--- config.mk ---
export PLATFORM = sky130hd
export DESIGN_NAME = kmc_ram
export DESIGN_NICKNAME = d
export VERILOG_FILES = /design/src/rtl/core/kmeans_1d_clustering_assert.svh /design/src/rtl/core/kmc_ram.sv
export SDC_FILE = /design/constraint.sdc
export NUM_CORES = 2
export LEC_CHECK = 0
export BUFFER_PORTS_ARGS = -buffer_cell sky130_fd_sc_hd__buf_2
export CAP_MARGIN = 20
export CORE_AREA = 2 2 624 471
export DETAILED_ROUTE_END_ITERATION = 16
export DIE_AREA = 0 0 626 473
export GPL_TIMING_DRIVEN = 0
export PLACE_DENSITY_LB_ADDON = 0.05
export RECOVER_POWER = 50
export REMOVE_ABC_BUFFERS = 1
export SLEW_MARGIN = 20
export SYNTH_ARGS = -nofsm -noshare
export SYNTH_HDL_FRONTEND = slang
export SYNTH_SLANG_ARGS = --single-unit
export TNS_END_PERCENT = 50
--- constraint.sdc ---
create_clock -name clk -period 3.9 [get_ports clk]
set_clock_uncertainty 0.1 [all_clocks]
set_input_delay 0.195 -clock clk [delete_from_list [all_inputs] [get_ports clk]]
set_output_delay 0.195 -clock clk [all_outputs]
set_load 0.02 [all_outputs]
--- src/rtl/core/kmeans_1d_clustering_assert.svh ---
// ----------------------------------------------------------------------------
// kmeans_1d_clustering assertion macros
// Shared concurrent assertion forms, clocked on clk, disabled in reset.
// ----------------------------------------------------------------------------
`ifndef KMEANS_1D_CLUSTERING_ASSERT_SVH
`define KMEANS_1D_CLUSTERING_ASSERT_SVH

// condition must hold at every edge out of reset
`define KMC_ASSERT_ALWAYS(label, cond, msg) \
    label: assert property (@(posedge clk) disable iff (!rst_n) (cond)) else $error(msg);

// consequent must hold in the same cycle as the antecedent
`define KMC_ASSERT_IMPL(label, ante, cons, msg) \
    label: assert property (@(posedge clk) disable iff (!rst_n) (ante) |-> (cons)) \
        else $error(msg);

`endif

--- src/rtl/core/kmc_ram.sv ---
// ----------------------------------------------------------------------------
// kmc_ram
// Simple dual-port RAM: one write port, one read port, registered read data.
// ----------------------------------------------------------------------------
module kmc_ram #(
    parameter int WIDTH = 16,
    parameter int DEPTH = 256
) (
    input  logic                     clk,
    input  logic                     wr_en,
    input  logic [$clog2(DEPTH)-1:0] wr_addr,
    input  logic [WIDTH-1:0]         wr_data,
    input  logic                     rd_en,
    input  logic [$clog2(DEPTH)-1:0] rd_addr,
    output logic [WIDTH-1:0]         rd_data
);

    logic [WIDTH-1:0] mem [DEPTH];

    always_ff @(posedge clk)
    begin
        if (wr_en)
        begin
            mem[wr_addr] <= wr_data;
        end
        if (rd_en)
        begin
            rd_data <= mem[rd_addr];
        end
    end

endmodule

==> flow_summary.yaml <==
worst_setup_path:
  crit_fanout: 105
  rr_worst_depth: 6
  arrival_ns: 4.48
  worst-endpoint-required_ns: 4.40
  critical_path_class: "in -> reg"
  end_kind: "flip-flop"
  start_kind: "input port"
sta:
  period_needed_ns: 3.98
  fin_crit_sh: 1.02
  slew_viol_final: 1498
  setup_ws_ns: -0.0796
  rsz0062_at_grt: "true"
  worst_pin_slew_ns: 4.33
  slew_headroom: -1.89
  finalHoldViolations: 0
  fmax_mhz: 251
  setup_violations: 5
drt:
  drtPass1Iterations: 5
  routed_wl_um: 416000
  ant_nets: 0
  avgViaCountPerCell: 6.53
  drc: 0
  wl_per_cell_um: 34.8
  vias: 77920
  initialDrtViolationCount: 9843
place:
  placed_cells: 11174
  pre_cts_ws_ns: -2.90
  globalplace.congestion: 0.850
  placed_area_um2: 168000
  hpwl_um: 250000
  portBuffers: 50
grt:
  grt_pass1_wl_um: 583000
  grt_max_degree: 129
  grt_overflow_total: 0
  first_global_vias: 76346
  grt.total_usage: 0.281
  antenna_found_initial: 18
clocking:
  clk_pin_slew_worst_paths_ns: 0.06
  clk_latency_ns: 0.91
  cts_sinks: 4112
  cts_root_buf: "clkbuf_16"
  htree_num_levels: 5
  clockBufferDepth: 4
  cts_inserted_buffers: 393
  cts_tree: "built"
power_and_ir_drop:
  p_leak_uw: 0.0568
  ir_worst_vdd_uv: 469
  powerDensity_nw_per_um2: 498
  finalPower_uw: 90400
synth:
  yosysTopAreaCell: "edfxtp_1"
  synthTopCellsByCount: "4,112 x edfxtp_1, 797 x mux4_2, 565 x mux2i_1, 304 x nor2_1, 252 x o221ai_1"
  yosysTopAreaCellShare: 0.777
  syn_area_per_cell_um2: 21.6
  synthCells: 7360
  synth_edf_count: 4112
  ys_seq_elements: 4112
  yosysSeqAreaShare: 0.777
  ys_async_sr_fraction: 0
  netlist-cell-type-count: 51
  post-synth-top-count-cell: "edfxtp_1"
  synthTopCellsByArea: "edfxtp_1 78%, mux4_2 11%, mux2i_1 3.6%"
  ys_warn_count: 0
  synthFlopType: "edfxtp_1"
  synth_area_um2: 159000
cells_and_area:
  fin_util: 0.624
  layout.cells.non_filler: 11929
  fillers: 19737
  final_cell_area_um2: 181000
  drive_gt1_frac: 0.268
  synthToLayoutAreaGrowth_pct: 14.2
  layout.nets: 7735
status:
  failed_checks: "max-capacitance violations, max-slew violations, negative setup slack"
  status: "finished with violations"
floorplanning:
  floorplan.die_area_um2: 296000
  die_h_um: 473
  coreArea_um2: 291000
  rows: 172
  chipWidth_um: 626
  start_util: 0.546
  pin_count: 51
hold_path:
  holdPathStages: 3
  hold_class: "in -> reg"
job:
  max_cap_violations: 18
registers in the layout, summed over array words and instances (netlist names):
register / flops
mem: 4096
rd_data: 16
critical path: stages:
cell and delay, ns:
buf_12 0.39, buf_16 0.51, buf_16 0.42, mux4_2 0.42, mux2_2 0.28, a22oi_1 0.73
nand2_1 0.15, o32ai_2 0.68, nor4_2 0.20
what timing repair did:
| item | 4_1_cts | 5_1_grt |
|---|---|---|
| pin swaps | 1 | 2 |
| resized for setup | 72 | 25 |
| buffers inserted | 0 | 0 |
| endpoints found under the hold margin | 2283 | 0 |
| setup endpoints to repair | 16 | 15 |
| hold buffers | 22 | 0 |
| cloned | 20 | 1 |
cell families (layout without fill, tap and decap cells):
family	after synthesis	in the layout	synth area share
buffers and inverters	456	1101	0.0169
multiplexers	1450	1450	0.155
AO/OA/AOI/OAI	786	786	0.0353
flip-flops	4112	4112	0.777
AND/OR/NAND/NOR	556	558	0.0157
other	0	7	0
worst paths after layout:
| check | slack (ns) | startpoint | to |
|---|---|---|---|
| min | 0.07 | wr_addr[0] | mem[203][9] |
| max reg2reg | 0.62 | mem[11][7] | rd_data[7] |
| max | -0.08 | rd_addr[1] | rd_data[7] |
| min reg2reg | 1.18 | mem[106][6] | rd_data[6] |
final cells by class:
type	instances	area (µm²)	area share
flip-flops and latches	4112	123000	0.681
multi-input cells	2794	34800	0.192
clock buffers	477	10400	0.0573
repair buffers	395	6000	0.0331
well taps	3915	4900	0.0270
clock inverters	225	1790	0.00986
inverters	4	32.5	0.000179
diodes	7	17.5	0.0000965
metal layers:
metal	GRT usage	vias up	part of all wire
li1	-	32040	-
met1	0.424	42046	0.43
met2	0.418	3246	0.45
met3	0.0638	586	0.091
met4	0.0758	2	0.029
met5	0	-	0.000031
cells in the final DEF, fill, tap and decap left out, types with 35 or more instances in the layout:
cell type and count:
nor3_1 69, nor2_2 145, buf_16 71, clkinv_1 111, o21ai_0 35, mux2_2 88, o221ai_1 251, buf_8 61
buf_6 127, edfxtp_1 4112, clkbuf_16 405, mux4_2 797, a21oi_1 166, o22ai_1 148, nor2_1 46, mux2i_1 565
nor2_4 113, clkbuf_1 91, clkinv_2 64
where the power goes:
group | switching (µW) | internal, µW | leakage (µW)
combinational | 3160 | 1690 | 0.0139
sequential | 26.3 | 48800 | 0.0370
clock | 16000 | 20800 | 0.00595
through the flow:
| stage | TNS, ns | hold WS (ns) |
|---|---|---|
| after floorplan | -46.48 | 0.194 |
| after global placement | -8872.50 | 0.509 |
| after detailed placement | -40.61 | 0.469 |
| after CTS | 0 | 0.00246 |
| after global routing | -9.73 | 0.0356 |
| final | -0.196 | 0.0744 |
No activity file was read; power rests on OpenSTA's default activity.
