### config.mk
export PLATFORM = sky130hd
export DESIGN_NAME = kmc_div
export DESIGN_NICKNAME = d
export VERILOG_FILES = /design/src/rtl/core/kmeans_1d_clustering_assert.svh /design/src/rtl/core/kmc_pkg.sv /design/src/rtl/core/kmc_div.sv
export SDC_FILE = /design/constraint.sdc
export NUM_CORES = 1
export LEC_CHECK = 0
export BUFFER_PORTS_ARGS = -buffer_cell sky130_fd_sc_hd__buf_2
export CAP_MARGIN = 30
export CORE_AREA = 2 2 93 95
export DETAILED_ROUTE_END_ITERATION = 8
export DIE_AREA = 0 0 95 97
export PLACE_DENSITY_LB_ADDON = 0.12
export SLEW_MARGIN = 0
export SYNTH_ARGS = -nofsm -noshare
export SYNTH_HDL_FRONTEND = slang
export SYNTH_SLANG_ARGS = --single-unit
### constraint.sdc
create_clock -name clk -period 2.3 [get_ports clk]
set_input_delay 0.345 -clock clk [delete_from_list [all_inputs] [get_ports clk]]
set_output_delay 0.345 -clock clk [all_outputs]
set_load 0.01 [all_outputs]
### src/rtl/core/kmeans_1d_clustering_assert.svh
// ----------------------------------------------------------------------------
// kmeans_1d_clustering assertion macros
// Shared concurrent assertion forms, clocked on clk, disabled in reset.
// ----------------------------------------------------------------------------
`ifndef KMEANS_1D_CLUSTERING_ASSERT_SVH
`define KMEANS_1D_CLUSTERING_ASSERT_SVH

// condition must hold at every edge out of reset
`define KMC_ASSERT_ALWAYS(label, cond, msg) \
    label: assert property (@(posedge clk) disable iff (!rst_n) (cond)) else $error(msg);

// consequent must hold in the same cycle as the antecedent
`define KMC_ASSERT_IMPL(label, ante, cons, msg) \
    label: assert property (@(posedge clk) disable iff (!rst_n) (ante) |-> (cons)) \
        else $error(msg);

`endif

### src/rtl/core/kmc_pkg.sv
// ----------------------------------------------------------------------------
// kmc_pkg
// Types and fixed constants of the one-dimensional k-means block.
// ----------------------------------------------------------------------------
package kmc_pkg;

    localparam int POINT_W  = 16;
    localparam int FRAC_W   = 8;
    localparam int CENT_W   = 24;
    localparam int CIDX_W   = 2;
    localparam int MCNT_W   = 9;
    localparam int SLOTS    = 4;

    localparam int CFG_IDX_W  = 3;
    localparam int CFG_DATA_W = 24;

    localparam logic [CFG_IDX_W-1:0] CFG_CLUSTER_COUNT   = 3'd0;
    localparam logic [CFG_IDX_W-1:0] CFG_ITERATION_COUNT = 3'd1;
    localparam logic [CFG_IDX_W-1:0] CFG_INIT_CENTROID_0 = 3'd2;
    localparam logic [CFG_IDX_W-1:0] CFG_INIT_CENTROID_3 = 3'd5;

    localparam logic [2:0]        RST_CLUSTER_COUNT   = 3'd2;
    localparam logic [7:0]        RST_ITERATION_COUNT = 8'd10;
    localparam logic [CENT_W-1:0] RST_INIT_CENTROID_0 = 24'd256;
    localparam logic [CENT_W-1:0] RST_INIT_CENTROID_1 = 24'd512;
    localparam logic [CENT_W-1:0] RST_INIT_CENTROID_2 = 24'd0;
    localparam logic [CENT_W-1:0] RST_INIT_CENTROID_3 = 24'd0;

    typedef struct packed {
        logic [POINT_W-1:0] point_value;
        logic               last_point;
    } in_item_t;

    typedef struct packed {
        logic [CIDX_W-1:0] cluster_index;
        logic [CENT_W-1:0] centroid_value;
        logic [MCNT_W-1:0] member_count;
        logic              last_cluster;
    } out_item_t;

endpackage

### src/rtl/core/kmc_div.sv
// ----------------------------------------------------------------------------
// kmc_div
// Restoring divider, one quotient bit per cycle; low CENT_W quotient bits out.
// ----------------------------------------------------------------------------
module kmc_div #(
    parameter int NUM_W = 33,
    parameter int DEN_W = 9
) (
    input  logic                      clk,
    input  logic                      rst_n,
    input  logic                      start,
    input  logic [NUM_W-1:0]          numer,
    input  logic [DEN_W-1:0]          denom,
    output logic                      done,
    output logic [kmc_pkg::CENT_W-1:0] quotient
);

    import kmc_pkg::*;

    localparam int CNT_W = $clog2(NUM_W);

    logic             busy_reg;
    logic             done_reg;
    logic [CNT_W-1:0] cnt_reg;
    logic [NUM_W-1:0] num_reg;
    logic [DEN_W-1:0] rem_reg;
    logic [DEN_W-1:0] den_reg;
    logic [DEN_W:0]   rem_sh;
    logic             q_bit;
    logic [DEN_W:0]   rem_sub;

    assign rem_sh  = {rem_reg, num_reg[NUM_W-1]};
    assign q_bit   = (rem_sh >= {1'b0, den_reg});
    assign rem_sub = rem_sh - {1'b0, den_reg};

    always_ff @(posedge clk or negedge rst_n)
    begin
        if (!rst_n)
        begin
            busy_reg <= 1'b0;
            done_reg <= 1'b0;
            cnt_reg  <= '0;
        end
        else
        begin
            done_reg <= 1'b0;
            if (start)
            begin
                busy_reg <= 1'b1;
                cnt_reg  <= CNT_W'(NUM_W - 1);
            end
            else if (busy_reg)
            begin
                cnt_reg <= cnt_reg - 1'b1;
                if (cnt_reg == '0)
                begin
                    busy_reg <= 1'b0;
                    done_reg <= 1'b1;
                end
            end
        end
    end

    always_ff @(posedge clk)
    begin
        if (start)
        begin
            num_reg <= numer;
            den_reg <= denom;
            rem_reg <= '0;
        end
        else if (busy_reg)
        begin
            num_reg <= {num_reg[NUM_W-2:0], q_bit};
            rem_reg <= q_bit ? rem_sub[DEN_W-1:0] : rem_sh[DEN_W-1:0];
        end
    end

    assign done     = done_reg;
    assign quotient = num_reg[CENT_W-1:0];

endmodule

==> results.sh <==
export IMPL_fmax_mhz=437.3
export IMPL_syn2layout_area_growth_pct=19.41
export IMPL_syn_avg_cell_area_um2=12.58
export IMPL_drive_gt1_share_pct=45.31
export IMPL_synth_nets=304
export IMPL_ys_types=46
export IMPL_fin_ws_ns=0.01335
export IMPL_dp_hpwl_mm=3.835
export IMPL_power_density_mw_per_mm2=1150
export IMPL_clockRootBuffer="clkbuf_8"
export IMPL_totalPowerFinal_mw=4.267
export IMPL_dp_cells=397
export IMPL_ys_ff_latch=59
export IMPL_place_worst_setup_slack_ns=0.01837
export IMPL_drc=0
export IMPL_netlist_area_mm2=0.003107
export IMPL_cts_clk_slew_worst_paths_ns=0.07
export IMPL_wl_mm=5.753
export IMPL_port_buffers=69
export IMPL_ir_drop_mv=0.3934
export IMPL_synth_compound_area_share_pct=8.417
export IMPL_hold_viol=0
export IMPL_clk_latency_ns=0.34
export IMPL_slew_viol_final=0
export IMPL_ys_warn_count=0
export IMPL_synth_main_ff_cell="edfxtp_1"
export IMPL_hold_depth=1
export IMPL_end_kind="flip-flop"
export IMPL_r2r_cells=8
export IMPL_wl_per_cell_um=13.90
export IMPL_synth_fa_ha_area_share_pct=5.075
export IMPL_die_x_um=95
export IMPL_synth_largest_area_cell="edfxtp_1"
export IMPL_initial_core_util_pct=38.19
export IMPL_grt_pass1_wl_mm=9.708
export IMPL_dr_pass1_iters=7
export IMPL_synth_top_family_by_area="multiplexers"
export IMPL_synth_xor_area_share_pct=2.255
export IMPL_critPathKind="flip-flop to flip-flop"
export IMPL_grt_max_degree=56
export IMPL_drt_iter0_drc=52
export IMPL_dr_total_vias=1986
export IMPL_die_h_um=97
export IMPL_crit_fanout=8
export IMPL_gp_congestion=0.8107
export IMPL_grt_pass1_vias=2035
export IMPL_netlist_top_cells_area="edfxtp_1, mux2_2, dfrtp_1"
export IMPL_synth_top_cell_area_share_pct=40.60
export IMPL_io_pins=70
export IMPL_max_slew_worst_pin_slew_ns=0.5746
export IMPL_die_area_mm2=0.009215
export IMPL_core_mm2=0.008134
export IMPL_synth_mux_area_share_pct=14.26
export IMPL_synthSimpleGateAreaFrac_pct=8.578
export IMPL_synth_edff_count=42
export IMPL_fin_cells=414
export IMPL_vias_per_cell=4.797
export IMPL_leakagePower_nw=1.582
export IMPL_final_util_pct=45.61
export IMPL_relSlewSlack_pct=61.15
export IMPL_synth_async_reset_ratio_pct=13.56
export IMPL_start_kind="flip-flop"
export IMPL_cts_buffer_depth=2
export IMPL_ant_nets=0
export IMPL_outcome="completed"
export IMPL_layout_min_cycle_time_ns=2.287
export IMPL_cp_data_arrival_time_ns=2.37
export IMPL_setup_viol=0
export IMPL_cts_sinks=59
export IMPL_fillCellCount=780
export IMPL_row_count=33
export IMPL_grt_remaining_overflow=0
export IMPL_globalRouteTotalUtil_pct=13.68
export IMPL_final_setup_tns_ns=0
export IMPL_maxCapViolCount=0
export IMPL_ys_seq_area_share_pct=52.84
export IMPL_cts_htree_levels=3
export IMPL_hold_class="input pin to flip-flop"
export IMPL_fin_crit_sh_pct=99.42
export IMPL_cts_inserted_buffers=9
export IMPL_skew_ns=0.008880
export IMPL_antenna_found_initial=0
export IMPL_layout_nets=362
export IMPL_cts_tree="done"
export IMPL_required_ns=2.38
export IMPL_largest_reg_flops=33
export IMPL_rsz0062_at_grt="yes"
export IMPL_synth_cells=247
export IMPL_num_antenna_cells=0
## critical path, cell delays in order, from the launching register on
cell and delay (ns):
edfxtp_1 0.38, inv_1 0.07, ha_2 0.17, inv_2 0.04, fa_2 0.35, a211oi_2 0.24, o31a_1 0.29, o211ai_4 0.18
mux2_4 0.32
## per-stage QoR
stage | hold slack [ns] | cell area [µm²]
after CTS | 0.1607 | 3664
final | 0.1814 | 3710
after floorplan | 0.04941 | 3107
after global placement | 0.1971 | 3446
after global routing | 0.1554 | 3710
after detailed placement | 0.2006 | 3446
## cell usage after synthesis, types with 2 or more instances
master	number
edfxtp_1	42
mux2_2	34
buf_4	24
nor2_1	20
inv_1	15
ha_1	11
dfxtp_1	9
dfrtp_1	8
a21oi_1	7
mux2i_1	6
nand2_1	6
a211oi_1	5
buf_1	4
clkbuf_1	4
nor3_1	4
xnor2_1	4
xor2_1	4
a311oi_1	3
nand2b_1	3
nand3_1	3
a211oi_2	2
and2_1	2
and3_1	2
o211ai_1	2
o31ai_1	2
## cell families (layout without fill, tap and decap cells)
family,after synthesis,in the layout
adders and majority gates,12,12
and+or+nand+nor,49,49
muxes,40,40
xor gates and xnor gates,8,8
buffers and inverters,47,109
AOI/OAI and AO/OA,32,32
DFF,59,59
## path summary, 6_finish.rpt
kind | slack [ns] | startpoint | to
max | 0.01 | num_reg[32] | num_reg[0]
min | 0.18 | denom[0] | den_reg[0]
max reg2reg | 0.01 | num_reg[32] | num_reg[0]
min reg2reg | 0.51 | rem_reg[2] | rem_reg[2]
max in group asynchronous | 1.76 | rst_n | cnt_reg[0]
min in group asynchronous | 0.38 | rst_n | done
## per-layer routing
layer / track usage (%) / wire length [µm] / vias to the layer above
met5: 0 / 0 / -
met4: 4.682 / 65 / 0
met3: 5.296 / 324 / 7
met2: 20.35 / 2620 / 55
met1: 18.15 / 2742 / 933
li1: - / - / 991
## cells in the final DEF, fill, tap and decap left out, drive strengths merged, types with 2 or more instances in the layout
cell / synthesis / final
buf: 28 / 78
edfxtp: 42 / 42
mux2: 34 / 34
nor2: 20 / 20
inv: 15 / 15
ha: 11 / 11
clkbuf: 4 / 9
dfxtp: 9 / 9
dfrtp: 8 / 8
a21oi: 7 / 7
nand2: 7 / 7
a211oi: 7 / 7
mux2i: 6 / 6
nor3: 4 / 4
xor2: 4 / 4
xnor2: 4 / 4
a311oi: 4 / 4
clkinv: 0 / 4
nand3: 3 / 3
nand2b: 3 / 3
o211ai: 3 / 3
and2: 2 / 2
o31ai: 2 / 2
and3: 2 / 2
bufinv: 0 / 2
nand4b: 2 / 2
## power breakdown
part           switching, mW  total, mW  internal [mW]  leakage (nW)
logic                  0.831       1.63          0.803         0.870
registers              0.173       1.62           1.44         0.609
clock network          0.420       1.02          0.597         0.104
total                   1.42       4.27           2.84          1.58
## area by class of cell
| type | count | area (µm²) | area share, % |
|---|---|---|---|
| clock buffer | 9 | 123.9 | 3.339 |
| multi-input combinational | 141 | 1240 | 33.42 |
| timing repair buffer | 79 | 435.4 | 11.74 |
| inverter | 15 | 56.30 | 1.518 |
| tap | 105 | 131.4 | 3.541 |
| clock inverter | 6 | 81.33 | 2.192 |
| sequential | 59 | 1642 | 44.25 |
## repair_timing
item	4_1_cts	5_1_grt
hold buffers	1	0
resized for setup	1	8
endpoints found under the hold margin	8	0
buffers inserted	0	1
pin swaps	2	7
setup endpoints to repair	3	10
No activity file was read; power rests on OpenSTA's default activity.
